### config.mk
export PLATFORM = sky130hd
export DESIGN_NAME = fifo_thread_scheduler
export DESIGN_NICKNAME = d
export VERILOG_FILES = /design/src/hw/rtl/fts_pkg.sv /design/src/hw/rtl/fts_cell.sv /design/src/hw/rtl/fts_id_map.sv /design/src/hw/rtl/fifo_thread_scheduler.sv
export SDC_FILE = /design/constraint.sdc
export NUM_CORES = 1
export LEC_CHECK = 0
export ABC_AREA = 1
export BUFFER_PORTS_ARGS = -buffer_cell sky130_fd_sc_hd__clkbuf_2
export CAP_MARGIN = 20
export CORE_MARGIN = 8
export CORE_UTILIZATION = 45
export CTS_CLUSTER_DIAMETER = 100
export DETAILED_ROUTE_END_ITERATION = 8
export GPL_ROUTABILITY_DRIVEN = 0
export HOLD_SLACK_MARGIN = 0.02
export PLACE_DENSITY_LB_ADDON = 0.08
export SLEW_MARGIN = 30
export SYNTH_ARGS = -nofsm -noshare
export SYNTH_HDL_FRONTEND = slang
export SYNTH_SLANG_ARGS = --single-unit
### constraint.sdc
create_clock -name clk -period 4.3 [get_ports clk]
set_clock_uncertainty 0.1 [all_clocks]
set_input_delay 0.43 -clock clk [delete_from_list [all_inputs] [get_ports clk]]
set_output_delay 0.43 -clock clk [all_outputs]
set_load 0.005 [all_outputs]
### src/hw/rtl/fts_pkg.sv
// fts_pkg: transaction payload types, operation and status codes, control
// structs and sequencer states for the fifo thread scheduler
// no dependencies
`timescale 1ns / 1ps
`default_nettype none

package fts_pkg;

    // thread id field width, fixed by the transaction format
    localparam int unsigned ID_FIELD_W = 5;

    // operation codes
    localparam logic [1:0] KIND_CREATE = 2'd0;
    localparam logic [1:0] KIND_YIELD  = 2'd1;
    localparam logic [1:0] KIND_EXIT   = 2'd2;

    // target modes
    localparam logic [1:0] MODE_SPECIFIC = 2'd0;
    localparam logic [1:0] MODE_ANY      = 2'd1;
    localparam logic [1:0] MODE_SELF     = 2'd2;
    localparam logic [1:0] MODE_UNUSED   = 2'd3;

    // status codes
    localparam logic [1:0] STAT_OK      = 2'd0;
    localparam logic [1:0] STAT_INVALID = 2'd1;
    localparam logic [1:0] STAT_NONE    = 2'd2;
    localparam logic [1:0] STAT_NOMORE  = 2'd3;

    typedef struct packed {
        logic [1:0]            kind;
        logic [1:0]            target_mode;
        logic [ID_FIELD_W-1:0] target_id;
    } cmd_t;

    typedef struct packed {
        logic [1:0]            status;
        logic [ID_FIELD_W-1:0] result_id;
        logic [ID_FIELD_W-1:0] running_now;
    } rsp_t;

    // control broadcast to every queue cell
    typedef struct packed {
        logic head_only;   // match cell zero instead of comparing the key
        logic remove_en;   // commit the compaction behind the matched cell
        logic push_en;     // write the push id at the push position
    } cell_ctrl_t;

    // id bitmap update
    typedef struct packed {
        logic set_free;    // claim the lowest free id
        logic clr_en;      // release clr_id
    } map_ctrl_t;

    typedef enum logic {
        ST_IDLE,
        ST_EXEC
    } state_t;

endpackage

`default_nettype wire

### src/hw/rtl/fts_cell.sv
// fts_cell: one ready queue entry with key match and shift-left compaction
// depends on fts_pkg
`timescale 1ns / 1ps
`default_nettype none

module fts_cell #(
    parameter int unsigned IDX  = 0,
    parameter int unsigned IDW  = 5,
    parameter int unsigned CW   = 6
) (
    input  wire logic               clk,
    input  wire fts_pkg::cell_ctrl_t ctrl,
    input  wire logic [CW-1:0]      count,
    input  wire logic [IDW-1:0]     key,
    input  wire logic [IDW-1:0]     push_id,
    input  wire logic [CW-1:0]      push_pos,
    input  wire logic               shift_in,
    input  wire logic [IDW-1:0]     right_id,
    output logic                    shift_out,
    output logic [IDW-1:0]          id
);

    logic [IDW-1:0] id_reg;
    logic [IDW-1:0] id_next;
    logic           in_queue;
    logic           hit;

    // match against the key, only inside the occupied part of the queue
    always_comb
    begin
        in_queue = CW'(IDX) < count;
        if (ctrl.head_only)
        begin
            hit = in_queue && (IDX == 0);
        end
        else
        begin
            hit = in_queue && (id_reg == key);
        end
        shift_out = shift_in | hit;
    end

    // compaction from the right neighbour, then tail write
    always_comb
    begin
        id_next = id_reg;
        if (ctrl.remove_en && shift_out)
        begin
            id_next = right_id;
        end
        if (ctrl.push_en && (push_pos == CW'(IDX)))
        begin
            id_next = push_id;
        end
    end

    always_ff @(posedge clk)
    begin
        id_reg <= id_next;
    end

    assign id = id_reg;

endmodule

`default_nettype wire

### src/hw/rtl/fts_id_map.sv
// fts_id_map: bitmap of ids in use with lowest free id encoder
// depends on fts_pkg
`timescale 1ns / 1ps
`default_nettype none

module fts_id_map #(
    parameter int unsigned MAX_THREADS = 32,
    parameter int unsigned IDW         = 5
) (
    input  wire logic               clk,
    input  wire logic               rst_n,
    input  wire fts_pkg::map_ctrl_t ctrl,
    input  wire logic [IDW-1:0]     clr_id,
    output logic [IDW-1:0]          free_id
);

    logic [MAX_THREADS-1:0] used_reg;
    logic [MAX_THREADS-1:0] used_next;

    // lowest clear bit below the top id, the top id when none is clear
    always_comb
    begin
        free_id = IDW'(MAX_THREADS - 1);
        for (int i = MAX_THREADS - 2; i >= 0; i--)
        begin
            if (!used_reg[i])
            begin
                free_id = IDW'(i);
            end
        end
    end

    // set and release
    always_comb
    begin
        used_next = used_reg;
        if (ctrl.set_free)
        begin
            used_next[free_id] = 1'b1;
        end
        if (ctrl.clr_en)
        begin
            used_next[clr_id] = 1'b0;
        end
    end

    always_ff @(posedge clk or negedge rst_n)
    begin
        if (!rst_n)
        begin
            used_reg <= MAX_THREADS'(1);
        end
        else
        begin
            used_reg <= used_next;
        end
    end

endmodule

`default_nettype wire

### src/hw/rtl/fifo_thread_scheduler.sv
// fifo_thread_scheduler: top level, sequencer, running id, queue count and
// output register; depends on fts_pkg, fts_cell and fts_id_map
//
//   channel  dir  handshake            payload
//   in       in   in_valid/in_stall    fts_pkg::cmd_t (kind, target_mode, target_id)
//   out      out  out_valid/out_stall  fts_pkg::rsp_t (status, result_id, running_now)
//
// each transaction is accepted into the command register, then executed in the
// execute state through the cell chain (match, compaction, tail write) and
// the lowest free id encoder of the id bitmap
// the execute cycle waits while the output register holds a stalled result;
// a new transaction is accepted while a result waits
// reset empties the queue, runs id 0 and marks only id 0 in use; queue cells
// are not reset and are read only below the count
`timescale 1ns / 1ps
`default_nettype none

module fifo_thread_scheduler #(
    parameter int unsigned MAX_THREADS = 32
) (
    input  wire logic           clk,
    input  wire logic           rst_n,
    input  wire logic           in_valid,
    output logic                in_stall,
    input  wire fts_pkg::cmd_t  in_data,
    output logic                out_valid,
    input  wire logic           out_stall,
    output fts_pkg::rsp_t       out_data
);

    localparam int unsigned IDW = ($clog2(MAX_THREADS) > fts_pkg::ID_FIELD_W) ?
                                  $clog2(MAX_THREADS) : fts_pkg::ID_FIELD_W;
    localparam int unsigned CW  = $clog2(MAX_THREADS + 1);

    fts_pkg::state_t state_reg;
    fts_pkg::state_t state_next;
    fts_pkg::cmd_t   cmd_reg;
    fts_pkg::rsp_t   rsp_reg;
    fts_pkg::rsp_t   rsp_next;
    logic            out_valid_reg;
    logic            out_valid_next;
    logic [CW-1:0]   count_reg;
    logic [CW-1:0]   count_next;
    logic [IDW-1:0]  running_reg;
    logic [IDW-1:0]  running_next;

    logic                in_fire;
    logic                exec_fire;
    fts_pkg::cell_ctrl_t cell_ctrl;
    fts_pkg::map_ctrl_t  map_ctrl;
    logic [IDW-1:0]      key;
    logic [IDW-1:0]      push_id;
    logic [CW-1:0]       push_pos;
    logic [IDW-1:0]      clr_id;
    logic [IDW-1:0]      free_id;
    logic [IDW-1:0]      tid;
    logic [IDW-1:0]      rid;
    logic [1:0]          status;
    logic                empty;
    logic                full;
    logic                found;
    logic                on_self;

    logic                shift_chain [MAX_THREADS+1];
    logic [IDW-1:0]      cell_id     [MAX_THREADS];

    // ready queue as a row of cells
    assign shift_chain[0] = 1'b0;

    for (genvar i = 0; i < MAX_THREADS; i++)
    begin : g_cell
        logic [IDW-1:0] right_id;
        if (i == MAX_THREADS - 1)
        begin : g_last
            assign right_id = cell_id[i];
        end
        else
        begin : g_mid
            assign right_id = cell_id[i+1];
        end

        fts_cell #(
            .IDX (i),
            .IDW (IDW),
            .CW  (CW)
        ) u_cell (
            .clk       (clk),
            .ctrl      (cell_ctrl),
            .count     (count_reg),
            .key       (key),
            .push_id   (push_id),
            .push_pos  (push_pos),
            .shift_in  (shift_chain[i]),
            .right_id  (right_id),
            .shift_out (shift_chain[i+1]),
            .id        (cell_id[i])
        );
    end

    assign found = shift_chain[MAX_THREADS];

    // ids in use
    fts_id_map #(
        .MAX_THREADS (MAX_THREADS),
        .IDW         (IDW)
    ) u_id_map (
        .clk     (clk),
        .rst_n   (rst_n),
        .ctrl    (map_ctrl),
        .clr_id  (clr_id),
        .free_id (free_id)
    );

    // handshakes
    assign in_stall  = (state_reg != fts_pkg::ST_IDLE);
    assign in_fire   = in_valid && !in_stall;
    assign exec_fire = (state_reg == fts_pkg::ST_EXEC) && (!out_valid_reg || !out_stall);

    // sequencer
    always_comb
    begin
        state_next = state_reg;
        unique case (state_reg)
            fts_pkg::ST_IDLE:
            begin
                if (in_fire)
                begin
                    state_next = fts_pkg::ST_EXEC;
                end
            end
            fts_pkg::ST_EXEC:
            begin
                if (exec_fire)
                begin
                    state_next = fts_pkg::ST_IDLE;
                end
            end
            default:
            begin
                state_next = fts_pkg::ST_IDLE;
            end
        endcase
    end

    // operation decode
    always_comb
    begin
        tid     = IDW'(cmd_reg.target_id);
        empty   = (count_reg == '0);
        full    = ({1'b0, count_reg} + (CW+1)'(1)) >= (CW+1)'(MAX_THREADS);
        on_self = (cmd_reg.target_mode == fts_pkg::MODE_SELF) ||
                  ((cmd_reg.target_mode == fts_pkg::MODE_SPECIFIC) && (tid == running_reg));

        key                 = tid;
        cell_ctrl.head_only = !((cmd_reg.target_mode == fts_pkg::MODE_SPECIFIC) &&
                                (tid != running_reg));
        cell_ctrl.remove_en = 1'b0;
        cell_ctrl.push_en   = 1'b0;
        push_id             = running_reg;
        push_pos            = count_reg - CW'(1);
        map_ctrl.set_free   = 1'b0;
        map_ctrl.clr_en     = 1'b0;
        clr_id              = tid;
        count_next          = count_reg;
        running_next        = running_reg;
        status              = fts_pkg::STAT_INVALID;
        rid                 = '0;

        if (cmd_reg.kind == fts_pkg::KIND_CREATE)
        begin
            if (full)
            begin
                status = fts_pkg::STAT_NOMORE;
            end
            else
            begin
                map_ctrl.set_free = 1'b1;
                cell_ctrl.push_en = 1'b1;
                push_id           = free_id;
                push_pos          = count_reg;
                count_next        = count_reg + CW'(1);
                status            = fts_pkg::STAT_OK;
                rid               = free_id;
            end
        end
        else if ((cmd_reg.kind == fts_pkg::KIND_YIELD) &&
                 (cmd_reg.target_mode != fts_pkg::MODE_UNUSED))
        begin
            if (on_self)
            begin
                status = fts_pkg::STAT_OK;
                rid    = running_reg;
            end
            else if (cmd_reg.target_mode == fts_pkg::MODE_ANY)
            begin
                if (empty)
                begin
                    status = fts_pkg::STAT_NONE;
                end
                else
                begin
                    cell_ctrl.remove_en = 1'b1;
                    cell_ctrl.push_en   = 1'b1;
                    running_next        = cell_id[0];
                    status              = fts_pkg::STAT_OK;
                    rid                 = cell_id[0];
                end
            end
            else if (found)
            begin
                cell_ctrl.remove_en = 1'b1;
                cell_ctrl.push_en   = 1'b1;
                running_next        = tid;
                status              = fts_pkg::STAT_OK;
                rid                 = tid;
            end
        end
        else if ((cmd_reg.kind == fts_pkg::KIND_EXIT) &&
                 (cmd_reg.target_mode != fts_pkg::MODE_UNUSED))
        begin
            if (cmd_reg.target_mode == fts_pkg::MODE_ANY)
            begin
                if (empty)
                begin
                    status = fts_pkg::STAT_NONE;
                end
                else
                begin
                    cell_ctrl.remove_en = 1'b1;
                    map_ctrl.clr_en     = 1'b1;
                    clr_id              = cell_id[0];
                    count_next          = count_reg - CW'(1);
                    status              = fts_pkg::STAT_OK;
                    rid                 = cell_id[0];
                end
            end
            else if (on_self)
            begin
                if (empty)
                begin
                    status = fts_pkg::STAT_NONE;
                end
                else
                begin
                    cell_ctrl.remove_en = 1'b1;
                    map_ctrl.clr_en     = 1'b1;
                    clr_id              = running_reg;
                    running_next        = cell_id[0];
                    count_next          = count_reg - CW'(1);
                    status              = fts_pkg::STAT_OK;
                    rid                 = running_reg;
                end
            end
            else if (found)
            begin
                cell_ctrl.remove_en = 1'b1;
                map_ctrl.clr_en     = 1'b1;
                clr_id              = tid;
                count_next          = count_reg - CW'(1);
                status              = fts_pkg::STAT_OK;
                rid                 = tid;
            end
        end

        // only the execute cycle changes state
        if (!exec_fire)
        begin
            cell_ctrl.remove_en = 1'b0;
            cell_ctrl.push_en   = 1'b0;
            map_ctrl.set_free   = 1'b0;
            map_ctrl.clr_en     = 1'b0;
            count_next          = count_reg;
            running_next        = running_reg;
        end

        rsp_next.status      = status;
        rsp_next.result_id   = rid[fts_pkg::ID_FIELD_W-1:0];
        rsp_next.running_now = running_next[fts_pkg::ID_FIELD_W-1:0];
    end

    // output register
    always_comb
    begin
        out_valid_next = out_valid_reg;
        if (exec_fire)
        begin
            out_valid_next = 1'b1;
        end
        else if (!out_stall)
        begin
            out_valid_next = 1'b0;
        end
    end

    // control state
    always_ff @(posedge clk or negedge rst_n)
    begin
        if (!rst_n)
        begin
            state_reg     <= fts_pkg::ST_IDLE;
            out_valid_reg <= 1'b0;
            count_reg     <= '0;
            running_reg   <= '0;
        end
        else
        begin
            state_reg     <= state_next;
            out_valid_reg <= out_valid_next;
            count_reg     <= count_next;
            running_reg   <= running_next;
        end
    end

    // payload registers
    always_ff @(posedge clk)
    begin
        if (in_fire)
        begin
            cmd_reg <= in_data;
        end
        if (exec_fire)
        begin
            rsp_reg <= rsp_next;
        end
    end

    assign out_valid = out_valid_reg;
    assign out_data  = rsp_reg;

endmodule

`default_nettype wire

-- After elaboration in Yosys (flattened, before gate mapping)
Index checks and enable logic that the tools add are counted.
- bits in registers: 226
- output and inout port bits: 14
- word-level logic and storage cells: 542
- reduce and logical (&&, ||, !) cells: 146
- eq/ne operators: 73
- muxes and demuxes: 205
- bitwise operators: 35
- magnitude comparators: 37
- $add $sub $neg: 3
- operator list (cell ; count):
    two-way mux 5 bit ; 108
    == test 5 bit ; 33
    logical AND 1 bit ; 103
    == test 6 x 5 -> 1 bit (second input constant) ; 16
    < comparator 5 x 6 -> 1 bit (first input constant) ; 16
    two-way mux 32 bit ; 2
    nonzero test 2 bit ; 32
    two-way mux 6 bit ; 10
    two-way mux 1 bit ; 53
    == test 6 x 4 -> 1 bit (second input constant) ; 8
    < comparator 4 x 6 -> 1 bit (first input constant) ; 8
    two-way mux 2 bit ; 17
    AND 32 bit ; 1
    two-way mux 4 bit ; 8
    inverter 32 bit ; 1
    bitwise OR 32 bit ; 1
    bitwise OR 1 bit ; 31
    == test 6 x 3 -> 1 bit (second input constant) ; 4
    < comparator 3 x 6 -> 1 bit (first input constant) ; 4
    == test 6 x 2 -> 1 bit (second input constant) ; 2
    zero test 6 bit ; 2
    < comparator 1 x 6 -> 1 bit (first input constant) ; 2
    < comparator 2 x 6 -> 1 bit (first input constant) ; 2
    < comparator 5 x 6 -> 1 bit (second input constant) ; 2
    20 further kinds ; 33

-- Longest topological paths before layout
Gate-level depths: netlist of run 1.
- word-level depth: 44
- depth in mapped cells: 31
- mapped depth without buffers: 30

-- By module
Synthesis of run 1 repeated with hierarchy kept, for this count alone.
- cell total of the unflattened synthesis: 2581
- area total of the unflattened synthesis: 17496.8 sq um
- modules (own cells, without submodules) (module ; sequential area each (sq um) ; cells each ; area an instance (sq um) ; times used):
    fifo_thread_scheduler ; 955.9 ; 350 ; 2524.9 ; 1
    fts_id_map ; 777.0 ; 263 ; 1904.3 ; 1
    fts_cell at g_cell[17].u_cell ... ; 150.1 ; 64 ; 421.7 ; 3
    fts_cell at g_cell[22].u_cell ... ; 150.1 ; 61 ; 415.4 ; 2
    fts_cell at g_cell[10].u_cell ... ; 150.1 ; 60 ; 411.6 ; 2
    fts_cell at g_cell[11].u_cell ... ; 150.1 ; 60 ; 406.6 ; 2
    fts_cell at g_cell[20].u_cell ; 150.1 ; 64 ; 431.7 ; 1
    fts_cell at g_cell[9].u_cell ; 150.1 ; 66 ; 429.2 ; 1
    fts_cell at g_cell[6].u_cell ; 150.1 ; 66 ; 427.9 ; 1
    fts_cell at g_cell[14].u_cell ; 150.1 ; 64 ; 425.4 ; 1
    fts_cell at g_cell[26].u_cell ; 150.1 ; 68 ; 425.4 ; 1
    fts_cell at g_cell[24].u_cell ; 150.1 ; 62 ; 419.2 ; 1
    fts_cell at g_cell[13].u_cell ; 150.1 ; 63 ; 417.9 ; 1
    fts_cell at g_cell[5].u_cell ; 150.1 ; 63 ; 416.6 ; 1
    15 more rows ; -- ; -- ; -- ; --

-- Least setup slack after synthesis of run 1
Ideal clock, no wire load.
- path kind: flip-flop to flip-flop
- start: register count_reg[0]
- end: register g_cell[16].u_cell.id_reg[0] (enable)
- path slack: 0.228 ns
- arrival: 3.698 ns
- stages on the path, launching flop included: 27
- library setup time: 0.274 ns
- cells stage by stage: dfrtp_1 inv_1 ha_1 inv_1 nor2_4 inv_2 nand2_2 nand4_4 nor2_4 nand4_2 nor2_2 nand4_2 nor2_2 nand4_2 nor2_2 nand4_2 nor2_2 nand4_2 nor2_4 nand4_4 nor2_4 nand4_4 nand4_2 nand2_1 clkbuf_1 o21ai_0 nand2_1
- word-level cells in the longest chain between the ends: 43
- elaborated cells between the ends (all ways): 152
- classes of those cells: add/sub: 2; order compare: 33; eq/ne: 1; mux: 49; bitwise: 31; reduce/logical: 36
- RTL lines (element ; RTL line ; RTL):
    from (decl) ; fifo_thread_scheduler.sv:42 ; logic [CW-1:0] count_reg;
    from (signal assigned) ; fifo_thread_scheduler.sv:309 ; count_reg <= count_next;
    < comparator 1 x 6 -> 1 bit ; fts_cell.sv:31 ; in_queue = CW'(IDX) < count;
    logical AND 1 bit ; fts_cell.sv:38 ; hit = in_queue && (id_reg == key);
    two-way mux 1 bit ; fts_cell.sv:32 ; if (ctrl.head_only)
    bitwise OR 1 bit (31 in series) ; fts_cell.sv:40 ; shift_out = shift_in | hit;
    two-way mux 1 bit ; fifo_thread_scheduler.sv:254 ; else if (found)
    two-way mux 1 bit ; fifo_thread_scheduler.sv:237 ; else if (on_self)
    two-way mux 1 bit ; fifo_thread_scheduler.sv:221 ; if (cmd_reg.target_mode == fts_pkg::MODE_ANY)
    two-way mux 1 bit ; fifo_thread_scheduler.sv:218 ; else if ((cmd_reg.kind == fts_pkg::KIND_EXIT) &&
    two-way mux 1 bit ; fifo_thread_scheduler.sv:186 ; else if ((cmd_reg.kind == fts_pkg::KIND_YIELD) &&
    two-way mux 1 bit ; fifo_thread_scheduler.sv:169 ; if (cmd_reg.kind == fts_pkg::KIND_CREATE)
    two-way mux 2 bit ; fifo_thread_scheduler.sv:266 ; if (!exec_fire)
    logical AND 1 bit ; fts_cell.sv:47 ; if (ctrl.remove_en && shift_out)
    nonzero test 2 bit (no line) (*) ; -- ;
    to (signal assigned) ; fts_cell.sv:59 ; id_reg <= id_next;
    to (decl) ; fts_cell.sv:23 ; logic [IDW-1:0] id_reg;
Mark *: on every way between the ends. The rest lies on a longest branch, timed or not.
A chain may end at the register's enable or synchronous reset.

-- Worst setup path in the final report of run 1
- start: register cmd_reg (netlist bit key[4])
- end: register g_cell[7].u_cell.id_reg[4] (enable)
- word-level cells in the longest chain between the ends: 43
- elaborated cells between the ends (all ways): 147
- classes of those cells: eq/ne: 34; mux: 44; bitwise: 31; reduce/logical: 38
- RTL lines (element ; RTL line ; RTL):
    from (decl) ; fifo_thread_scheduler.sv:37 ; fts_pkg::cmd_t cmd_reg;
    from (signal assigned) ; fifo_thread_scheduler.sv:319 ; cmd_reg <= in_data;
    == test 5 bit / != test 5 bit (equally long branches) ; fts_cell.sv:38, fifo_thread_scheduler.sv:156 ;
    logical AND 1 bit (on tied branches) ; fts_cell.sv:38, fifo_thread_scheduler.sv:155 ;
    two-way mux 1 bit ; fts_cell.sv:32 ;
    bitwise OR 1 bit (31 in series) ; fts_cell.sv:40 ;
    two-way mux 1 bit ; fifo_thread_scheduler.sv:254 ;
    two-way mux 1 bit ; fifo_thread_scheduler.sv:237 ;
    two-way mux 1 bit ; fifo_thread_scheduler.sv:221 ;
    two-way mux 1 bit ; fifo_thread_scheduler.sv:218 ;
    two-way mux 1 bit ; fifo_thread_scheduler.sv:186 ;
    two-way mux 1 bit ; fifo_thread_scheduler.sv:169 ;
    two-way mux 2 bit ; fifo_thread_scheduler.sv:266 ;
    logical AND 1 bit ; fts_cell.sv:47 ;
    nonzero test 2 bit (no line) (*) ; -- ;
    to (signal assigned) ; fts_cell.sv:59 ;
    to (decl) ; fts_cell.sv:23 ;
Marked as above.

==> results of run 1 <==
==> power breakdown <==
group          leakage, nW  switching [mW]  internal (mW)
clock                0.417           0.902           1.34
combinational         5.53            2.72           1.38
sequential            2.15           0.184           2.67
total                 8.10            3.81           5.40
==> logic make-up after synthesis <==
family / Yosys count
AO/OA/AOI/OAI: 175
adder cells (fa/ha/maj): 4
flip-flops: 225
XOR/XNOR: 128
AND/OR/NAND/NOR: 1105
buffers and inverters: 196
==> placed cells by master, fill, tap and decap left out, types with 12 or more instances in the layout <==
cell	count
clkbuf_16	33
a21oi_1	39
nor2_1	133
o21ai_0	62
buf_4	148
or2_2	13
nand2_4	52
edfxtp_1	181
clkbuf_2	26
inv_1	102
nor4_1	13
nand2_1	536
nand2_2	67
buf_6	35
xor2_1	75
dlygate4sd3_1	12
nor3_1	23
dfrtp_1	43
nand3_1	199
xnor2_1	53
nand4_1	28
==> stage by stage <==
stage | std cells | hold WS (ns) | util | power (mW)
after floorplan | 1833 | 0.0344 | - | 4.92
after global placement | 2347 | 0.394 | 0.508 | 6.40
after detailed placement | 2347 | 0.405 | 0.508 | 6.42
after CTS | 2432 | 0.415 | 0.568 | 8.97
after global routing | 2449 | 0.436 | 0.585 | 9.64
final | 2449 | 0.415 | 0.585 | 9.20
==> cell type report <==
type	instances	area, um^2	area share
multi-input combinational	1412	7850	0.425
sequential	225	6540	0.353
timing repair buffer	244	2300	0.125
clock buffer	40	766	0.0414
tap	402	503	0.0272
inverter	116	438	0.0237
clock inverter	10	96.3	0.00521
==> routing by layer <==
layer  routed length [um]  share of wire
met1                21100           0.43
met2                22600           0.47
met3                 3380          0.070
met4                 1450          0.030
met5                    0              0
==> worst max path at each step <==
| stage | slack, ns | depth (start not counted) | start | to |
|---|---|---|---|---|
| after detailed placement | -0.43 | 26 | key[3] | g_cell[20].u_cell.id[1] |
| after global routing | -0.29 | 29 | key[1] | g_cell[21].u_cell.id[1] |
| after CTS | -0.16 | 29 | key[1] | g_cell[10].u_cell.id[1] |
| after global placement | -0.37 | 26 | key[3] | g_cell[20].u_cell.id[1] |
| final | -0.01 | 27 | key[4] | g_cell[7].u_cell.id[4] |
| after floorplan | 0.23 | 26 | count_reg[0] | g_cell[16].u_cell.id[0] |
==> repair_timing <==
| action | CTS | global route |
|---|---|---|
| hold endpoints to repair | 54 | 0 |
| buffers inserted | 18 | 12 |
| pin swaps | 21 | 24 |
| hold buffers | 12 | 0 |
| cloned | 5 | 6 |
| gates resized for setup | 168 | 83 |
| endpoints found under the setup margin | 348 | 368 |
==> summary.txt, run 1 <==
Die
  • Initial core utilization: 0.459
  • Die height: 196 um
  • Area of the core: 0.0316 mm^2
  • # rows: 65
  • Die area: 0.0382 mm^2
  • DIE WIDTH: 196 um
  • I/O Pins: 27

Detailed routing
  • Post-DRT Antenna Nets: 0
  • DR WL/cell: around 20 um
  • Initial DRC count: 1102
  • DRT Pass-1 Iters: 5
  • Drt drc: 0
  • Vias: 13.7k
  • Drt total wl: 48.6 mm
  • Vias per inst: 5.59

Outcome
  • Failing checks: setup timing
  • Outcome: finished with violations

Setup path
  • Worst setup EP type: flip-flop
  • Most numerous cell on the critical path: nor2_4
  • CP max stage cell: edfxtp_1
  • CP Max Fanout: 8
  • Critical path arrival: 4.50 ns
  • Delay-heaviest family, CP: simple AND/OR/NAND/NOR gates
  • Critical R2R Launch: key[4]
  • Internal reg-to-reg setup slack: -0.01 ns
  • WP data required: 4.49 ns
  • Setup CP Type: flip-flop to flip-flop
  • CP peak stage delay: 0.49 ns
  • Worst Reg-to-Reg Cells: 27
  • Startpoint types: flip-flop
  • R2R Path End: g_cell[7].u_cell.id[4]
  • Worst path bufs/invs: 4

Flow run
  • Maxcap violations: 0

Global route
  • GRT Util Overall: 0.245
  • Largest net degree at the start of global routing: 45
  • Busiest layer in global routing: met2
  • Met2 Use GR: 0.399
  • Initial antenna violation count: 0
  • Vias in the first global route: 13.3k
  • First-pass GRT wire length: roughly 75 mm
  • Grt met1 use: 0.333
  • Met3 global-route usage: 0.0330
  • Grt ovf: 0

Synthesis
  • Mux contribution to synthesized area: 0
  • Mapped Cells: approximately 1.8k
  • Ys flop type: edfxtp_1
  • Top cell types by occurrence after synthesis: 627 x nand2_1, 207 x nand3_1, 181 x edfxtp_1
  • Mapped cell area: 0.0145 mm^2
  • Synth area leaders: edfxtp_1 37%, nand2_1 16%, dfrtp_1 7.4%
  • Most frequent cell after synthesis: nand2_1
  • Yosys top cell area share: 0.375
  • Syn Nets: 1850
  • Largest family of logic cells by synthesized area: simple AND/OR/NAND/NOR gates
  • Adder-Cell Fraction of Synth Area: 0.00345
  • Synthesized flop and latch total: around 230
  • Number of distinct library cells after synthesis: 50
  • Simple-Gate Fraction of Synth Area: 0.333
  • Post-synthesis xor/xnor area fraction: 0.0773
  • Sequential fraction of the synthesis area: 0.451
  • Async S/R FF share, synth: 0.196
  • EDFF count, synth: 181
  • Synth Area in Compound Gates: 0.0729
  • Mapped Avg Cell Area: 7.91 um^2
  • Area leader, netlist: edfxtp_1
  • Synth warn: 0

STA
  • Sum Neg Setup Slack: -0.292 ns
  • Final worst-path cycle share: 1.00
  • Fin. Hold Viols: 0
  • Final worst setup slack: -0.0105 ns
  • Max Slew Vio Count: 0
  • Fmax: 0.232 GHz
  • Unrepaired setup endpoints after global routing: true
  • Clock period minus worst slack: 4.31 ns
  • Measured slew at the worst slew-check pin: 0.769 ns
  • Worst slew margin: 0.486
  • Final Setup Violations: 43

Worst hold path
  • Cell depth of the worst hold path: 1
  • WHS Endpoint: u_id_map.used_reg[0]
  • Hold crit path type: flip-flop to flip-flop
  • Hold Crit Start: u_id_map.used_reg[0]

Power and ir drop
  • Power Density: 498 mW/mm^2
  • Peak VDD IR: between 0.4 and 0.5 mV
  • Leakage: a little over 8 nW

Placement
  • Port Buffer Count: 26
  • Final HPWL DP: ~33 mm
  • Pre-CTS WS: -0.431 ns
  • DP Area: 0.0161 mm^2

CTS
  • TritonCTS clock tree: done
  • Clk buf depth: 3
  • H-Tree Depth: 1
  • CTS Buf Count: 27
  • Worst-path clk slew: 0.06 ns
  • Root buffer cell: clkbuf_16
  • Clock sinks: 225
  • Worst-Skew Late Latency: 0.55 ns

Finish
  • Fill cells: 2898
  • Ratio of cells with drive above 1 in the final layout: 0.225
  • Post-route cell area: 0.0185 mm^2
  • Final nets: ~2k
  • N_diodes: 0
  • Max FFs per register: 160
  • Area grow syn2layout: 27.5%
(Power assumes the default switching activity.)
==> inputs of run 2 (changes only) <==
--- a/config.mk
+++ b/config.mk
@@ -8,6 +8,7 @@
 export ABC_AREA = 1
 export BUFFER_PORTS_ARGS = -buffer_cell sky130_fd_sc_hd__clkbuf_2
 export CAP_MARGIN = 20
+export CORE_ASPECT_RATIO = 1.1
 export CORE_MARGIN = 8
 export CORE_UTILIZATION = 45
 export CTS_CLUSTER_DIAMETER = 100
==> run 2 against run 1 <==
Net effect:
- the flow still finishes with violations (setup timing)
- first-iteration DRC count rose by 22%
- sequential share of layout area down 1.8 points
- critical path type unchanged
- maximum frequency fell by 3.8%
- power up 2.5%
- core utilization is 2.3 points higher
- flip-flop and latch count unchanged
- hold slack got worse by 0.0080 ns
- largest cell class unchanged
- routed wire length rose by 4.8%
- die area is essentially flat
==> summary.txt, run 2 (synthesis gave the netlist of run 1 again) <==
Outcome
  • Outcome: finished with violations
  • Failing checks: setup timing

Finish
  • Post-layout instance count excluding filler cells: 2488
  • Ratio of cells with drive above 1 in the final layout: 0.273
  • Final nets: roughly 2.1k
  • Most frequent cells in the layout: 517 x nand2_1, 181 x edfxtp_1, 150 x buf_4
  • Fin util: 0.608
  • N_diodes: 0
  • Fill cells: 2774
  • Area grow syn2layout: 34.2%
  • Post-route cell area: 0.0195 mm^2
  • Commonest non-fill, non-tap cell in the layout: nand2_1
  • Max FFs per register: 160

Setup path
  • Setup CP Type: flip-flop to flip-flop
  • WP data required: 4.51 ns
  • Delay-heaviest family, CP: simple AND/OR/NAND/NOR gates
  • Critical path arrival: 4.69 ns
  • CP max stage cell: edfxtp_1
  • Most numerous cell on the critical path: nand4_4
  • Crit path launch: key[3]
  • Critical R2R Launch: key[3]
  • Stages on the worst setup path: 29
  • CP Max Fanout: 7
  • Setup crit end: g_cell[28].u_cell.id[2]
  • Startpoint types: flip-flop
  • CP peak stage delay: 0.50 ns
  • Worst setup EP type: flip-flop
  • Worst Reg-to-Reg Cells: 29
  • Internal reg-to-reg setup slack: -0.18 ns
  • Worst path bufs/invs: 4
  • R2R Path End: g_cell[28].u_cell.id[2]

CTS
  • H-Tree Depth: 1
  • Worst-Skew Late Latency: between 0.5 and 0.6 ns
  • TritonCTS clock tree: done
  • Worst-path clk slew: 0.06 ns
  • Clk buf depth: 3
  • Root buffer cell: clkbuf_16
  • Clock sinks: 225
  • CTS Buf Count: 27

Power and ir drop
  • Power Density: approximately 480 mW/mm^2
  • Peak VDD IR: 0.358 mV
  • Leakage: 8.07 nW

Die
  • Initial core utilization: 0.453
  • DIE WIDTH: 187 um
  • I/O Pins: 27
  • # rows: 69
  • Area of the core: 0.0320 mm^2
  • Die height: 204 um
  • Die area: about 0.038 mm^2

Detailed routing
  • DR WL/cell: 20.5 um
  • DRT Pass-1 Iters: 5
  • Vias per inst: 5.65
  • Drt drc: 0
  • Post-DRT Antenna Nets: 0
  • Drt total wl: roughly 51 mm
  • Vias: roughly 14k
  • Initial DRC count: 1349

STA
  • Unrepaired setup endpoints after global routing: true
  • Measured slew at the worst slew-check pin: around 0.94 ns
  • Sum Neg Setup Slack: -31.93 ns
  • Final worst-path cycle share: 1.04
  • Clock period minus worst slack: about 4.5 ns
  • Final worst setup slack: -0.182 ns
  • Fin. Hold Viols: 0
  • Final Setup Violations: about 300
  • Fmax: around 0.22 GHz
  • Max Slew Vio Count: 0
  • Worst slew margin: 0.374
  • WHS: 0.407 ns

Placement
  • Port Buffer Count: 26
  • Final HPWL DP: 33.1 mm
  • DP Area: 0.0160 mm^2
  • DP Cell Count: 2357

Global route
  • GRT Util Overall: 0.249
  • Vias in the first global route: 13.5k
  • First-pass GRT wire length: 75.4 mm
  • Largest net degree at the start of global routing: 54
  • Initial antenna violation count: 0
  • Grt ovf: 0

Flow run
  • Maxcap violations: 0

Worst hold path
  • Hold crit path type: input pin to asynchronous set/reset pin
-- run 2: cell count changes in the layout (fill, tap and decap cells not counted), moves of 4 or more --
cell | previous run | this run
nand2_8 | 6 | 32
nand2_2 | 67 | 78
nand2_1 | 536 | 517
nand3_1 | 199 | 137
nand3_4 | 0 | 5
nand2_4 | 52 | 35
nand3_2 | 8 | 65
clkbuf_1 | 10 | 6
buf_6 | 35 | 40
-- run 2: routing by layer --
layer,track usage,share of wire
met1,0.304,0.40
met2,0.431,0.48
met3,0.0396,0.071
met4,0.108,0.042
met5,0,0
-- run 2: worst reg2reg max path: cells and delay by family, from the launching register on --
kind	cells	cell delay, ns
simple gates	25	2.90
buf+inv	4	0.77
flops	1	0.50
-- run 2: cell type report --
class / instances / area [um^2] / share of cell area
Tap cell: 426 / 533 / 0.0274
Clock buffer: 33 / 698 / 0.0359
Clock inverter: 16 / 133 / 0.00681
Sequential cell: 225 / 6540 / 0.336
Multi-Input combinational cell: 1413 / 8560 / 0.439
Inverter: 116 / 438 / 0.0225
Timing Repair Buffer: 259 / 2570 / 0.132
-- run 2: power breakdown --
part	leakage (nW)	internal, mW	switching [mW]
registers	2.15	2.67	0.193
logic	5.53	1.48	2.89
clock network	0.396	1.27	0.936
total	8.07	5.42	4.02
-- run 2: timing repair --
item                                    4_1_cts  5_1_grt
gates cloned                                  9        9
buffers inserted                             38       17
resized for setup                            55      320
endpoints found under the setup margin      342      345
hold buffers                                 12        0
hold endpoints to repair                     54        0
pin swaps                                     9       77
-- run 2: worst min-delay path by stage --
stage                       endpoint
2_1_floorplan           count_reg[0]
3_3_place_gp               out_valid
3_5_place_dp    u_id_map.used_reg[0]
4_1_cts        u_id_map.used_reg[14]
5_1_grt         u_id_map.used_reg[0]
6_report       u_id_map.used_reg[14]
-- run 2: through the flow --
step | setup WS (ns) | total power, mW
floorplan | 0.228 | 4.92
global route | -0.368 | 9.88
finish | -0.182 | 9.44
detailed placement | -0.462 | 6.40
global placement | -0.425 | 6.38
CTS | -0.0839 | 8.89
==> inputs of run 3 (changes only) <==
--- a/config.mk
+++ b/config.mk
@@ -5,7 +5,6 @@
 export SDC_FILE = /design/constraint.sdc
 export NUM_CORES = 1
 export LEC_CHECK = 0
-export ABC_AREA = 1
 export BUFFER_PORTS_ARGS = -buffer_cell sky130_fd_sc_hd__clkbuf_2
 export CAP_MARGIN = 20
 export CORE_ASPECT_RATIO = 1.1
==> constraint.sdc (replaced) <==
create_clock -name clk -period 4.3 [get_ports clk]
set_clock_uncertainty 0.1 [all_clocks]
set_input_delay 0.43 -clock clk [delete_from_list [all_inputs] [get_ports clk]]
set_output_delay 0.43 -clock clk [all_outputs]
set_load 0.05 [all_outputs]
==> run 3 against run 2 <==
Net effect:
- largest cell class unchanged
- first-iteration DRC count shrank 23%
- count of clock-buffer cells in the layout is 2 higher
- cell area down 18%
- via count down 23%
- critical path type unchanged
- core utilization fell by 9.3 points
- routed wire length fell by 14%
- synthesized area is 3.0% lower
- register-to-register slack better by 0.33 ns
- the flow now finishes without violations
- power is 19% lower
- clock power fell by 4%
- hold slack worse by 0.11 ns
==> summary.txt, run 3 <==
Outcome
  • Outcome: complete, no violations

STA
  • Max Slew Vio Count: 0
  • Unrepaired setup endpoints after global routing: false
  • Worst slew margin: 0.389
  • Sum Neg Setup Slack: 0 ns
  • Fmax: about 0.24 GHz
  • Clock period minus worst slack: roughly 4.2 ns
  • Measured slew at the worst slew-check pin: 0.913 ns
  • Fin. Hold Viols: 0
  • Final Setup Violations: 0
  • Final worst-path cycle share: 0.966

CTS
  • Worst-path clk slew: 0.07 ns
  • Worst-Skew Late Latency: around 0.55 ns
  • Root buffer cell: clkbuf_16
  • Clock sinks: between 200 and 250
  • CTS Buf Count: 27
  • H-Tree Depth: 1
  • Clk buf depth: 3
  • Postcts setup bufs: 0
  • TritonCTS clock tree: done

Setup path
  • Critical path arrival: about 4.3 ns
  • Startpoint types: flip-flop
  • Most numerous cell on the critical path: buf_4
  • CP Max Fanout: 9
  • Internal reg-to-reg setup slack: 0.15 ns
  • CP peak stage delay: 0.56 ns
  • CP max stage cell: a2111oi_4
  • WP data required: ~4.5 ns
  • Worst setup EP type: flip-flop
  • Critical-path cell list: buf_4 -> ha_1 -> nor2_1 -> buf_4 -> a311oi_1 -> nand4_1 -> nand4_1 -> a2111oi_4 -> nand4b_4 -> o21ai_4 -> buf_4 -> or3_1 -> mux2_2
  • Setup CP Type: flip-flop to flip-flop

Flow run
  • Maxcap violations: 0

Detailed routing
  • Drt drc: 0
  • Vias per inst: 5.99
  • Vias: about 11k
  • Drt total wl: 43.6 mm
  • DR WL/cell: 24.2 um
  • Initial DRC count: 1036
  • DRT Pass-1 Iters: 5
  • Post-DRT Antenna Nets: 0

Global route
  • Initial antenna violation count: 0
  • Busiest layer in global routing: met2
  • Vias in the first global route: 11.0k
  • GRT Util Overall: 0.233
  • Grt ovf: 0
  • First-pass GRT wire length: 67.0 mm
  • Met3 global-route usage: 0.0254
  • Largest net degree at the start of global routing: 45
  • Grt met1 use: 0.295
  • Met2 Use GR: 0.405

Placement
  • Port Buffer Count: 26
  • DP Cell Count: roughly 1.7k
  • DP Area: 0.0151 mm^2
  • Final HPWL DP: about 32 mm

Power and ir drop
  • Pwr Total: roughly 7.6 mW
  • Leakage: 5.70 nW
  • Power Density: 477 mW/mm^2
  • Peak VDD IR: 0.342 mV

Die
  • Area of the core: 0.0311 mm^2
  • DIE WIDTH: 185 um
  • I/O Pins: 27
  • Die area: 0.0372 mm^2
  • Initial core utilization: 0.453
  • Die height: between 200 and 250 um
  • # rows: 68

Synthesis
  • Synthesized flop and latch total: 225
  • Mapped cell area: 0.0141 mm^2
  • Yosys top cell area share: 0.386
  • Ys flop type: edfxtp_1
  • Sequential fraction of the synthesis area: 0.465
  • EDFF count, synth: 181
  • Area leader, netlist: edfxtp_1
  • Top cell types by occurrence after synthesis: 181 x edfxtp_1, 96 x a21oi_1, 89 x mux2_2, 89 x xor2_1, 80 x nor2_1
  • Mapped Cells: 1279
  • Most frequent cell after synthesis: edfxtp_1
  • Syn Nets: around 1.3k
  • Number of distinct library cells after synthesis: 84
  • Async S/R FF share, synth: 0.196
  • Synth area leaders: edfxtp_1 39%, dfrtp_1 7.6%, mux2_2 7.1%
  • Synth warn: 0
  • Mapped Avg Cell Area: 11.0 um^2

Finish
  • Final nets: 1378
  • Fin util: 0.515
  • Ratio of cells with drive above 1 in the final layout: 0.222
  • Post-route cell area: 0.0160 mm^2
  • Max FFs per register: 160
  • Area grow syn2layout: 13.7%
  • Commonest non-fill, non-tap cell in the layout: edfxtp_1
  • Post-layout instance count excluding filler cells: about 1.8k
  • Most frequent cells in the layout: 181 x edfxtp_1, 96 x a21oi_1, 90 x buf_4
  • N_diodes: 0

Worst hold path
  • Hold crit path type: input pin to flip-flop
run 3: repair_timing:
item	in CTS	in global routing
hold buffers	11	0
setup endpoints to repair	0	36
hold endpoints to repair	53	0
gates resized for setup	0	8
run 3: metrics by stage:
| step | hold slack, ns | setup slack [ns] |
|---|---|---|
| 5_1_grt | 0.304 | 0.00346 |
| 3_5_place_dp | 0.433 | 0.192 |
| 6_report | 0.302 | 0.147 |
| 4_1_cts | 0.279 | 0.135 |
| 3_3_place_gp | 0.426 | 0.155 |
| 2_1_floorplan | 0.0344 | 0.525 |
run 3: cells by family after synthesis:
kind of cell	synth area share
AOI/OAI and AO/OA	0.138
muxes	0.117
xor gates and xnor gates	0.103
buffers and inverters	0.0358
adders and majority gates	0.00356
DFF	0.465
and+or+nand+nor	0.137
run 3: path summary, 6_finish.rpt:
path,startpoint,end,cells past startpoint
setup / recovery,count_reg[0],g_cell[8].u_cell.id[3],13
hold / removal,in_valid,key[2],2
setup reg to reg,count_reg[0],g_cell[8].u_cell.id[3],13
hold reg to reg,u_id_map.used_reg[30],u_id_map.used_reg[30],2
max in group asynchronous,rst_n,count_reg[3],3
min in group asynchronous,rst_n,u_id_map.used_reg[10],3
run 3: layout make-up:
class                      instances  area, um^2
clock inverter                    14        90.1
multi-input combinational        953        7070
tap                              420         526
clock buffer                      35         706
fill                            2789       15100
inverter                          24        90.1
sequential                       225        6540
timing repair buffer             130         976
run 3: report_power, final:
part / switching [mW] / internal, mW
clock network: 0.910 / 1.21
logic: 1.89 / 0.870
registers: 0.178 / 2.57
total: 2.98 / 4.65
run 3: routing by layer:
layer	up-vias	share of wire
li1	4943	-
met5	-	0
met3	91	0.051
met1	5386	0.42
met2	376	0.50
met4	0	0.034
run 3: worst max-delay path, delay by kind of cell (launching register included):
kind / cells / cell delay [ns]
AOI/OAI and AO/OA: 3 / 0.87
buffers and inverters: 3 / 0.63
adders and majority gates: 1 / 0.22
and+or+nand+nor: 5 / 1.21
DFF: 1 / 0.47
muxes: 1 / 0.37
